`config.mk`:
```
export PLATFORM = sky130hd
export DESIGN_NAME = vario_altitude_filter_vz_unit
export DESIGN_NICKNAME = d
export VERILOG_FILES = /design/src/rtl/core/vafvz_pkg.sv /design/src/rtl/core/vario_altitude_filter_vz_unit.sv
export SDC_FILE = /design/constraint.sdc
export NUM_CORES = 2
export LEC_CHECK = 0
export BUFFER_PORTS_ARGS = -buffer_cell sky130_fd_sc_hd__buf_2
export CORE_UTILIZATION = 34
export DETAILED_ROUTE_END_ITERATION = 6
export GPL_ROUTABILITY_DRIVEN = 0
export PLACE_DENSITY = 0.59
export SYNTH_ARGS = -nofsm -noshare
export SYNTH_HDL_FRONTEND = slang
export SYNTH_SLANG_ARGS = --single-unit
```
`constraint.sdc`:
```
create_clock -name clk -period 16 [get_ports clk]
set_clock_uncertainty 0.2 [all_clocks]
set_input_delay 3.2 -clock clk [delete_from_list [all_inputs] [get_ports clk]]
set_output_delay 3.2 -clock clk [all_outputs]
set_load 0.01 [all_outputs]
```
`src/rtl/core/vafvz_pkg.sv`:
```
`timescale 1ns / 1ps

package vafvz_pkg;

	// Default geometry
	localparam int HISTORY_DEPTH_DEF = 64;
	localparam int DECIMATION_DEF    = 5;

	// Field widths
	localparam int ALT_W     = 22;
	localparam int REP_W     = 21;
	localparam int SPEED_W   = 22;
	localparam int COEF_W    = 16;
	localparam int HSEC_W    = 7;
	localparam int FRAC_BITS = 16;
	localparam int FILT_W    = 40;

	// Configuration port
	localparam int ADDR_W = 4;
	localparam int DATA_W = 32;

	localparam logic [1:0] REG_COEF = 2'd0;
	localparam logic [1:0] REG_HSEC = 2'd1;
	localparam logic [1:0] REG_GOFF = 2'd2;

	localparam logic [COEF_W-1:0] COEF_RST = 16'd52429;
	localparam logic [HSEC_W-1:0] HSEC_RST = 7'd5;

	// Valid reporting window, whole centimetres
	localparam longint FAULT_HIGH_CM = 999900;
	localparam longint FAULT_LOW_CM  = -50000;

endpackage

```
`src/rtl/core/vario_altitude_filter_vz_unit.sv`:
```
`timescale 1ns / 1ps

// Altitude smoothing filter with vertical-speed estimate.
//
// Samples enter on altitude_cm with in_valid / in_ready; one result leaves per
// sample on out_valid / out_ready carrying reported_alt_cm, alt_fault,
// vert_speed_cms and speed_updated. Registers sit on an APB-style port:
// filter_coef at 0x0, history_seconds at 0x4, ground_offset_cm at 0x8.
//
// One sample is worked on at a time. After the accepting edge the seeding
// sample passes through SEED, a plain filtered sample through MUL1, MUL2 and
// FILT, and a sample that updates the speed history further through PUSH,
// DIFF, DIV and SIGN; each result is then registered in RPT, which returns to
// IDLE for the next transfer. The speed update comes from the bit-serial divider
// (one quotient bit a cycle over 22 bits) that follows the history memory read.
//
// A finished result waits in the output register while the next sample is
// accepted; if the receiver stalls, the following sample completes its work
// and holds until the output register frees. Reset clears the filter, the
// counters and the registers to their defaults; the history memory is not
// cleared and entries not yet written are covered by the seed value.

module vario_altitude_filter_vz_unit #(
	parameter int HISTORY_DEPTH = vafvz_pkg::HISTORY_DEPTH_DEF,
	parameter int DECIMATION    = vafvz_pkg::DECIMATION_DEF
) (
	input  logic                                clk,
	input  logic                                arst_n,
	// sample channel
	input  logic                                in_valid,
	output logic                                in_ready,
	input  logic signed [vafvz_pkg::ALT_W-1:0]   altitude_cm,
	// result channel
	output logic                                out_valid,
	input  logic                                out_ready,
	output logic signed [vafvz_pkg::REP_W-1:0]   reported_alt_cm,
	output logic                                alt_fault,
	output logic signed [vafvz_pkg::SPEED_W-1:0] vert_speed_cms,
	output logic                                speed_updated,
	// configuration
	input  logic                                psel,
	input  logic                                penable,
	input  logic                                pwrite,
	input  logic [vafvz_pkg::ADDR_W-1:0]         paddr,
	input  logic [vafvz_pkg::DATA_W-1:0]         pwdata,
	output logic [vafvz_pkg::DATA_W-1:0]         prdata,
	output logic                                pready
);

	localparam int ALT_W   = vafvz_pkg::ALT_W;
	localparam int REP_W   = vafvz_pkg::REP_W;
	localparam int SPEED_W = vafvz_pkg::SPEED_W;
	localparam int COEF_W  = vafvz_pkg::COEF_W;
	localparam int HSEC_W  = vafvz_pkg::HSEC_W;
	localparam int FRAC    = vafvz_pkg::FRAC_BITS;
	localparam int FILT_W  = vafvz_pkg::FILT_W;

	localparam int AW  = $clog2(HISTORY_DEPTH);
	localparam int NW  = $clog2(HISTORY_DEPTH + 1);
	localparam int CW  = (NW > HSEC_W) ? NW : HSEC_W;
	localparam int PW  = AW + 2;
	localparam int DW  = (DECIMATION > 1) ? $clog2(DECIMATION) : 1;
	localparam int P1_W = FILT_W + COEF_W + 1;
	localparam int P2_W = ALT_W + COEF_W + 2;
	localparam int SUM_W = FILT_W + 1;
	localparam int DCW = $clog2(SPEED_W);

	localparam logic signed [SUM_W-1:0] FAULT_HI_Q =
		SUM_W'(vafvz_pkg::FAULT_HIGH_CM * 65536);
	localparam logic signed [SUM_W-1:0] FAULT_LO_Q =
		SUM_W'(vafvz_pkg::FAULT_LOW_CM * 65536);
	localparam logic signed [FILT_W-1:0] HALF_F = FILT_W'(longint'(1) << (FRAC - 1));
	localparam logic signed [SUM_W-1:0]  HALF_S = SUM_W'(longint'(1) << (FRAC - 1));

	localparam logic [3:0] S_IDLE = 4'd0;
	localparam logic [3:0] S_SEED = 4'd1;
	localparam logic [3:0] S_MUL1 = 4'd2;
	localparam logic [3:0] S_MUL2 = 4'd3;
	localparam logic [3:0] S_FILT = 4'd4;
	localparam logic [3:0] S_PUSH = 4'd5;
	localparam logic [3:0] S_DIFF = 4'd6;
	localparam logic [3:0] S_DIV  = 4'd7;
	localparam logic [3:0] S_SIGN = 4'd8;
	localparam logic [3:0] S_RPT  = 4'd9;

	// configuration registers
	logic [COEF_W-1:0]       coef_q;
	logic [HSEC_W-1:0]       hsec_q;
	logic signed [ALT_W-1:0] goff_q;

	// control and filter state
	logic [3:0]               state_q;
	logic                     seeded_q;
	logic                     dropped_q;
	logic [DW-1:0]            decim_q;
	logic [NW-1:0]            fill_q;
	logic [AW-1:0]            wp_q;
	logic signed [FILT_W-1:0] filtered_q;
	logic signed [ALT_W-1:0]  seed_q;
	logic signed [SPEED_W-1:0] speed_q;
	logic                     upd_q;
	logic [DCW-1:0]           dcnt_q;

	// datapath registers
	logic signed [ALT_W-1:0]  x_q;
	logic signed [P1_W-1:0]   p1_q;
	logic signed [P2_W-1:0]   p2_q;
	logic signed [ALT_W-1:0]  newest_q;
	logic [NW-1:0]            n_q;
	logic                     use_mem_q;
	logic                     neg_q;
	logic [NW-1:0]            rem_q;
	logic [SPEED_W-1:0]       quo_q;

	// output register
	logic                      out_valid_q;
	logic signed [REP_W-1:0]   rep_q;
	logic                      fault_q;
	logic signed [SPEED_W-1:0] speed_out_q;
	logic                      upd_out_q;

	// history memory
	logic signed [ALT_W-1:0] hist_mem [HISTORY_DEPTH];
	logic signed [ALT_W-1:0] rd_data_q;

	logic                     cfg_wr;
	logic [COEF_W:0]          wgt;
	logic signed [SUM_W-1:0]  filt_new;
	logic signed [FILT_W-1:0] filt_rnd;
	logic signed [ALT_W-1:0]  newest;
	logic [NW-1:0]            n_val;
	logic [NW-1:0]            fill_next;
	logic [PW-1:0]            rd_sum;
	logic [AW-1:0]            rd_addr;
	logic signed [ALT_W-1:0]  oldest;
	logic signed [ALT_W:0]    diff;
	logic [NW:0]              rem_sh;
	logic                     rem_ge;
	logic signed [ALT_W-1:0]  off_val;
	logic signed [SUM_W-1:0]  rpt_sum;
	logic signed [SUM_W-1:0]  rpt_rnd;
	logic                     rpt_fault;
	logic                     rpt_go;

	assign pready   = 1'b1;
	assign cfg_wr   = psel && penable && pwrite && pready;
	assign in_ready = (state_q == S_IDLE);

	assign out_valid       = out_valid_q;
	assign reported_alt_cm = rep_q;
	assign alt_fault       = fault_q;
	assign vert_speed_cms  = speed_out_q;
	assign speed_updated   = upd_out_q;

	always_comb begin
		unique case (paddr[3:2])
			vafvz_pkg::REG_COEF: prdata = vafvz_pkg::DATA_W'(coef_q);
			vafvz_pkg::REG_HSEC: prdata = vafvz_pkg::DATA_W'(hsec_q);
			vafvz_pkg::REG_GOFF: prdata = vafvz_pkg::DATA_W'(goff_q);
			default:             prdata = '0;
		endcase
	end

	// filter arithmetic: floor(acc / 2^16) = floor(f*c / 2^16) + x*(2^16 - c)
	assign wgt      = ((COEF_W + 1)'(1) << COEF_W) - (COEF_W + 1)'(coef_q);
	assign filt_new = $signed(p1_q[P1_W-1:FRAC]) + SUM_W'(p2_q);
	assign filt_rnd = filtered_q + HALF_F;
	assign newest   = filt_rnd[FRAC+ALT_W-1:FRAC];

	// effective history length, clamped to 1..HISTORY_DEPTH
	always_comb begin
		if (hsec_q == '0) begin
			n_val = NW'(1);
		end else if (CW'(hsec_q) > CW'(HISTORY_DEPTH)) begin
			n_val = NW'(HISTORY_DEPTH);
		end else begin
			n_val = NW'(hsec_q);
		end
	end

	assign fill_next = (fill_q < NW'(HISTORY_DEPTH)) ? fill_q + NW'(1) : fill_q;

	// entry n-1 pushes before the one being written
	assign rd_sum  = PW'(wp_q) + PW'(HISTORY_DEPTH) - PW'(n_val) + PW'(1);
	assign rd_addr = (rd_sum >= PW'(HISTORY_DEPTH)) ? AW'(rd_sum - PW'(HISTORY_DEPTH))
	                                                : AW'(rd_sum);

	always_comb begin
		if (n_q == NW'(1)) begin
			oldest = newest_q;
		end else if (use_mem_q) begin
			oldest = rd_data_q;
		end else begin
			oldest = seed_q;
		end
	end

	assign diff   = (ALT_W + 1)'(newest_q) - (ALT_W + 1)'(oldest);
	assign rem_sh = {rem_q, quo_q[SPEED_W-1]};
	assign rem_ge = (rem_sh >= {1'b0, n_q});

	assign off_val   = dropped_q ? '0 : goff_q;
	assign rpt_sum   = SUM_W'(filtered_q) + (SUM_W'(off_val) <<< FRAC);
	assign rpt_rnd   = rpt_sum + HALF_S;
	assign rpt_fault = (rpt_sum > FAULT_HI_Q) || (rpt_sum < FAULT_LO_Q);
	assign rpt_go    = (state_q == S_RPT) && (!out_valid_q || out_ready);

	always_ff @(posedge clk) begin
		if (state_q == S_PUSH) begin
			hist_mem[wp_q] <= newest;
		end
		rd_data_q <= hist_mem[rd_addr];
	end

	always_ff @(posedge clk) begin
		if (in_valid && in_ready) begin
			x_q <= altitude_cm;
		end
		if (state_q == S_MUL1) begin
			p1_q <= filtered_q * $signed({1'b0, coef_q});
		end
		if (state_q == S_MUL2) begin
			p2_q <= x_q * $signed({1'b0, wgt});
		end
		if (state_q == S_PUSH) begin
			newest_q  <= newest;
			n_q       <= n_val;
			use_mem_q <= (fill_next >= n_val);
		end
		if (rpt_go) begin
			rep_q       <= rpt_fault ? REP_W'(vafvz_pkg::FAULT_HIGH_CM)
			                         : rpt_rnd[FRAC+REP_W-1:FRAC];
			fault_q     <= rpt_fault;
			speed_out_q <= speed_q;
			upd_out_q   <= upd_q;
		end
	end

	always_ff @(posedge clk or negedge arst_n) begin
		if (!arst_n) begin
			coef_q      <= vafvz_pkg::COEF_RST;
			hsec_q      <= vafvz_pkg::HSEC_RST;
			goff_q      <= '0;
			state_q     <= S_IDLE;
			seeded_q    <= 1'b0;
			dropped_q   <= 1'b0;
			decim_q     <= '0;
			fill_q      <= '0;
			wp_q        <= '0;
			filtered_q  <= '0;
			seed_q      <= '0;
			speed_q     <= '0;
			upd_q       <= 1'b0;
			dcnt_q      <= '0;
			neg_q       <= 1'b0;
			rem_q       <= '0;
			quo_q       <= '0;
			out_valid_q <= 1'b0;
		end else begin
			if (out_valid_q && out_ready) begin
				out_valid_q <= 1'b0;
			end
			if (cfg_wr) begin
				unique case (paddr[3:2])
					vafvz_pkg::REG_COEF: coef_q <= pwdata[COEF_W-1:0];
					vafvz_pkg::REG_HSEC: hsec_q <= pwdata[HSEC_W-1:0];
					vafvz_pkg::REG_GOFF: begin
						goff_q    <= $signed(pwdata[ALT_W-1:0]);
						dropped_q <= 1'b0;
					end
					default: ;
				endcase
			end
			unique case (state_q)
				S_IDLE: begin
					if (in_valid) begin
						state_q <= seeded_q ? S_MUL1 : S_SEED;
					end
				end
				S_SEED: begin
					filtered_q <= FILT_W'(x_q) <<< FRAC;
					seed_q     <= x_q;
					seeded_q   <= 1'b1;
					upd_q      <= 1'b0;
					state_q    <= S_RPT;
				end
				S_MUL1: state_q <= S_MUL2;
				S_MUL2: state_q <= S_FILT;
				S_FILT: begin
					filtered_q <= filt_new[FILT_W-1:0];
					upd_q      <= (decim_q == '0);
					decim_q    <= (decim_q == DW'(DECIMATION - 1)) ? '0 : decim_q + DW'(1);
					state_q    <= (decim_q == '0) ? S_PUSH : S_RPT;
				end
				S_PUSH: begin
					fill_q  <= fill_next;
					wp_q    <= (wp_q == AW'(HISTORY_DEPTH - 1)) ? '0 : wp_q + AW'(1);
					state_q <= S_DIFF;
				end
				S_DIFF: begin
					neg_q   <= diff[ALT_W];
					quo_q   <= diff[ALT_W] ? SPEED_W'(-diff) : SPEED_W'(diff);
					rem_q   <= '0;
					dcnt_q  <= '0;
					state_q <= S_DIV;
				end
				S_DIV: begin
					// restoring divide, one quotient bit per cycle
					rem_q  <= rem_ge ? NW'(rem_sh - {1'b0, n_q}) : NW'(rem_sh);
					quo_q  <= {quo_q[SPEED_W-2:0], rem_ge};
					dcnt_q <= dcnt_q + DCW'(1);
					if (dcnt_q == DCW'(SPEED_W - 1)) begin
						state_q <= S_SIGN;
					end
				end
				S_SIGN: begin
					speed_q <= neg_q ? -$signed(quo_q) : $signed(quo_q);
					state_q <= S_RPT;
				end
				S_RPT: begin
					if (rpt_go) begin
						out_valid_q <= 1'b1;
						if (rpt_fault) begin
							dropped_q <= 1'b1;
						end
						state_q <= S_IDLE;
					end
				end
				default: state_q <= S_IDLE;
			endcase
		end
	end

	a_busy_after_accept: assert property (@(posedge clk) disable iff (!arst_n)
		in_valid && in_ready |=> !in_ready)
		else $error("sample accepted while previous sample in progress");

	a_fault_value: assert property (@(posedge clk) disable iff (!arst_n)
		out_valid && alt_fault |-> reported_alt_cm == REP_W'(vafvz_pkg::FAULT_HIGH_CM))
		else $error("fault result without replacement altitude");

	a_fill_bound: assert property (@(posedge clk) disable iff (!arst_n)
		fill_q <= NW'(HISTORY_DEPTH) && wp_q <= AW'(HISTORY_DEPTH - 1))
		else $error("history fill or write pointer out of range");

	a_div_nonzero: assert property (@(posedge clk) disable iff (!arst_n)
		state_q == S_DIV |-> n_q != '0)
		else $error("divider running with zero history length");

	a_result_waits: assert property (@(posedge clk) disable iff (!arst_n)
		state_q == S_RPT && out_valid_q && !out_ready |=> state_q == S_RPT)
		else $error("result left report state while output register full");

endmodule

```
==> Word level (Yosys, flattened, before mapping) <==
Memories as Yosys holds them, arrays and structs flattened. A register that Yosys moved wholly into a read port is not among the register bits.
Index checks and enable logic that the tools add are counted.
{ "totals": {"mem_bits_rw": 1408, "romBits": 0, "mem_count": 1, "output_inout_bits": 80, "in_bits": 65, "latch_bits": 0, "word_cells": 126, "reg_bits": 381} }
{ "classes": {"n_shift": 0, "n_addsub": 17, "n_reduce_logical": 19, "n_mul": 2, "muxes": 34, "n_bitwise": 0, "order_cmp": 7, "div_mod_pow": 0, "n_eq_ne": 18} }
{ "mem_list": {"columns": ["memory", "depth", "word_bits", "read_ports", "rd_ports_with_merged_regs", "wr", "line_no", "text"], "rows": [
  ["hist_mem", 64, 22, 1, 1, 1, "vario_altitude_filter_vz_unit.sv:123", "logic signed [ALT_W-1:0] hist_mem [HISTORY_DEPTH];"]
]} }
{ "ops": {"columns": ["op", "count"], "rows": [
  ["2-to-1 mux 22 bit", 5],
  ["one-hot mux 32 bit (3 select lines)", 1],
  ["one-hot mux 40 bit (2 select lines)", 1],
  ["multiplier 40 x 17 -> 56 bit", 1],
  ["negation 22 bit", 2],
  ["one-hot mux 22 bit (2 select lines)", 1],
  ["adder 40 x 38 -> 41 bit", 1],
  ["greater-than comparator 41 x 37 -> 1 bit (second input constant)", 1],
  ["< comparator 41 x 33 -> 1 bit (second input constant)", 1],
  ["adder 40 bit", 1],
  ["multiplier 22 x 18 -> 40 bit", 1],
  ["adder 38 x 17 -> 38 bit (second input constant)", 1],
  ["adder 37 x 17 -> 37 bit (second input constant)", 1],
  ["one-hot mux 4 bit (9 select lines)", 1],
  ["2-to-1 mux 7 bit", 4],
  ["subtractor 22 x 22 -> 23 bit", 1],
  ["subtractor 17 x 16 -> 17 bit (first input constant)", 1],
  ["equality test 4 x 3 -> 1 bit (second input constant)", 4],
  ["2-to-1 mux 4 bit", 4],
  ["one-hot mux 7 bit (2 select lines)", 1],
  ["2-to-1 mux 6 bit", 2],
  ["2-to-1 mux 1 bit", 10],
  ["one-hot mux 5 bit (2 select lines)", 1],
  ["adder 6 x 7 -> 8 bit (second input constant)", 1],
  ["other kinds (37)", 49]
]} }

==> Longest topological paths before layout <==
{ "logic_depth": {"word_depth": 7, "depth_mapped": 32, "mapped_depth_nobuf": 31} }

==> Worst setup path after synthesis <==
OpenSTA, ideal clock, no wires.
{ "synth_path": {"path_type": "input to output", "startpoint": "input port paddr[3] in the netlist's numbering", "endpoint": "output port prdata[22] in the netlist's numbering", "slack_ps": 8280, "t_required_ps": 12600, "t_arrival_ps": 4320, "path_stages": 4, "n_path_buf": 2, "cell_sequence": "clkbuf_1 nor2b_1 and2_1 buf_4"} }
{ "synth_via": {"elab_chain_len": 2, "word_cells_on_any_way": 4, "cone_classes": "eq/ne (2); mux (1); reduce/logical (1)"} }
{ "synth_lines": {"columns": ["element", "line_no", "text"], "rows": [
  ["start: declaration", "vario_altitude_filter_vz_unit.sv:44", "input logic [vafvz_pkg::ADDR_W-1:0] paddr,"],
  ["equality test 2 bit (tied with other cells)", "vario_altitude_filter_vz_unit.sv:156", "unique case (paddr[3:2])"],
  ["one-hot mux 32 bit (3 select lines) (*)", "vario_altitude_filter_vz_unit.sv:156", null],
  ["end: declaration", "vario_altitude_filter_vz_unit.sv:46", "output logic [vafvz_pkg::DATA_W-1:0] prdata,"]
]} }
Mark *: on every way between the ends. The rest lies on a longest branch, timed or not.

==> Worst setup path after layout <==
{ "layout_path": {"startpoint": "register coef_q[2]", "endpoint": "register p2_q[39], data pin"} }
{ "layout_via": {"elab_chain_len": 2} }
{ "layout_lines": {"columns": ["element", "line_no", "text"], "rows": [
  ["start: declaration", "vario_altitude_filter_vz_unit.sv:87", "logic [COEF_W-1:0] coef_q;"],
  ["start signal: assignment", "vario_altitude_filter_vz_unit.sv:241", "coef_q <= vafvz_pkg::COEF_RST;"],
  ["start signal: assignment", "vario_altitude_filter_vz_unit.sv:265", "vafvz_pkg::REG_COEF: coef_q <= pwdata[COEF_W-1:0];"],
  ["subtractor 17 x 16 -> 17 bit", "vario_altitude_filter_vz_unit.sv:165", "assign wgt = ((COEF_W + 1)'(1) << COEF_W) - (COEF_W + 1)'(coef_q);"],
  ["multiplier 22 x 18 -> 40 bit", "vario_altitude_filter_vz_unit.sv:223", "p2_q <= x_q * $signed({1'b0, wgt});"],
  ["end signal: assignment", "vario_altitude_filter_vz_unit.sv:223", null],
  ["end: declaration", "vario_altitude_filter_vz_unit.sv:107", "logic signed [P2_W-1:0] p2_q;"]
]} }
Every way passes these cells.
A chain may end at the register's enable or synchronous reset.

==> results.toml <==
[detailed_routing]
wl_per_cell_um = 22.8
finalWirelength_um = 289000
ant_nets = 0
dr.first_iter.drc_count = 5607
firstDrtPassIters = 6
drc = 0
vias = 65100
viasPerCell = 5.12

[yosys]
synth_top_area_share_pct = 43.4
synthArstFlopShare_pct = 10.5
ys_warn_count = 0
ys_seq_area_share_pct = 48.1
syn_nets = 9578
syn_area_mm2 = 0.110
synthTopCellsByArea = "edfxtp_1 (43%), fa_1 (18%), mux4_2 (9.0%)"
synth_edf_count = 1585
ys_ff_latch = 1795
synth.distinct_cells = 88
syn_inst = 8198
synth_area_leader_cell = "edfxtp_1"
avgSynthCellArea_um2 = 13.4
yosys_most_used_dff = "edfxtp_1"

[floorplanning]
die_width_um = 570
die-area_mm2 = 0.325
die_h_um = 570
coreArea_mm2 = 0.321
rows = 208
io_pins = 145
initial_core_util_pct = 34.2

[worst_setup_path]
start_kind = "register"
arrival_ps = 9740
r2r_cells = 31
cpPeakStageDelay_ps = 730
crit_top_cell = "fa_1"
critical-path-slowest-cell = "nor4_1"
crit_path_end_kind = "register"
worst-setup-path-type = "register to register"
cp_max_fo = 22
cp_data_required_time_ps = 16330

[status]
status = "complete, no violations"

[global_route]
grt_pass1_wl_um = 438000
grt_pass1_vias = 69800
grt_max_degree = 108
grt_usage_pct = 17.9
overflow = 0
antenna_found_initial = 14

[placed_design]
dp_slack_ps = 6660
dp.cells = 12400
portBuffers = 131
dpl.hpwl_um = 191000

[hold_path]
hp-class = "register to register"
worstHoldPathCells = 0

[sta]
rsz0062_at_grt = "no"
fin_setup_tns_ps = 0
setup_viol = 0
fmax_mhz = 106
post-route-min-period_ps = 9410
hold_viol = 0
tightest_slew_ps = 1260
drv_slew = 0
slew_headroom_pct = 15.7
setup_ws_ps = 6590
period_share_pct = 58.8

[clock_network]
tritoncts = "built"
cts_num_sinks = 1795
ctsHoldBuffers = 0
clockBufferDepth = 4
post_cts_buffers = 0
cts_resized = 0
path_clk_slew_ps = 60
clkLatencyLatePin_ps = 880
cts_buffers = 185
htreeDepth = 4
cts-root-buf = "clkbuf_16"

[cells_and_area]
area_delta_synth_final_pct = 11.4
mostFrequentLayoutCell = "edfxtp_1"
stdcell_count = 12700
drive_gt1_share_pct = 14.4
layout.nets = 9646
n_fill_cell = 30000
mostFrequentLayoutCells = "edfxtp_1 (1,585), inv_1 (1,134), nand2_1 (984), fa_1 (969), mux4_2 (440)"

[job]
maxCapViolCount = 0
Yosys cell counts, types with 6 or more instances:
master	n
nor3b_1	6
xor2_1	85
clkbuf_1	361
dfstp_2	11
a21boi_0	6
or2_2	11
ha_1	345
dfxtp_1	22
nand2b_1	25
nand2_1	984
dfrtp_1	177
o211ai_1	29
a21oi_1	196
nor3_1	51
buf_1	54
o31ai_1	19
nor2b_1	80
mux2_2	44
fa_1	970
and3_1	33
buf_4	11
a31oi_1	25
mux4_2	440
a22o_1	6
o21a_1	28
nand3_1	66
nand4_1	27
xnor2_1	190
a211oi_1	37
mux2i_1	68
and2_1	383
a21o_1	82
or4_1	9
edfxtp_1	1585
inv_1	1135
nor4_1	15
o21ai_0	217
o21bai_1	15
nor2_1	237
or3_1	15
final timing paths:
check | slack [ps] | to | startpoint
worst min-delay path | 250 | vert_speed_cms[2] | speed_q[2]
worst min register to register | 250 | vert_speed_cms[2] | speed_q[2]
worst max register to register | 6590 | p2_q[39] | coef_q[2]
worst max-delay path | 6590 | p2_q[39] | coef_q[2]
min in group asynchronous | 2150 | speed_q[6] | arst_n
max in group asynchronous | 11980 | filtered_q[7] | arst_n
routing by layer:
layer	vias to the layer above	GRT usage, %	share of wire [%]
met5	-	0	0.0045
met4	2	5.54	3.3
met3	443	2.54	5.9
met2	1973	31.1	50
met1	34600	23.1	41
li1	28100	-	-
cell families (layout without fill, tap and decap cells):
family / after synthesis / in the layout / synth area share [%]
simple gates: 1962 / 1962 / 8.33
other cells: 1 / 5 / 0.00342
xor+xnor: 275 / 275 / 2.20
buf+inv: 1563 / 1774 / 5.39
compound gates: 735 / 735 / 4.20
fa+ha+maj: 1315 / 1315 / 21.6
mux: 552 / 552 / 10.1
flops: 1795 / 1795 / 48.1
worst max-delay path, delay by kind of cell (launching register included):
family | cells | cell delay (ps)
AO/OA/AOI/OAI | 7 | 1480
AND/OR/NAND/NOR | 9 | 2760
XOR/XNOR | 2 | 260
buffers and inverters | 6 | 620
flip-flops | 1 | 470
adder cells (fa/ha/maj) | 7 | 3350
sequential cells by signal (all words and copies together) (netlist names), 40 cells and up:
| name | cells |
|---|---|
| hist_mem | 1408 |
| p1_q | 40 |
| p2_q | 40 |
| filtered_q | 40 |
per-stage QoR:
stage                     util [%]  instance area, µm²  hold WS [ps]
after floorplan                  -              110000           225
after global placement        36.2              116000           236
after detailed placement      36.2              116000           237
after CTS                     38.1              122000           248
after global routing          38.1              122000           252
final                         38.1              122000           247
final cells by class:
cell class,count,area (µm²),area share (%)
antenna,4,10.0,0.00820
clock buffer,226,4960,4.06
clock inverter,104,1120,0.915
inverter,1136,4260,3.49
multi-input combinational,4840,51600,42.3
sequential,1795,52800,43.2
tap,4305,5390,4.41
timing repair buffer,308,2030,1.66
Power is not shown: default switching activity piles up to over one toggle a cycle in this logic, so the estimate is an artifact.
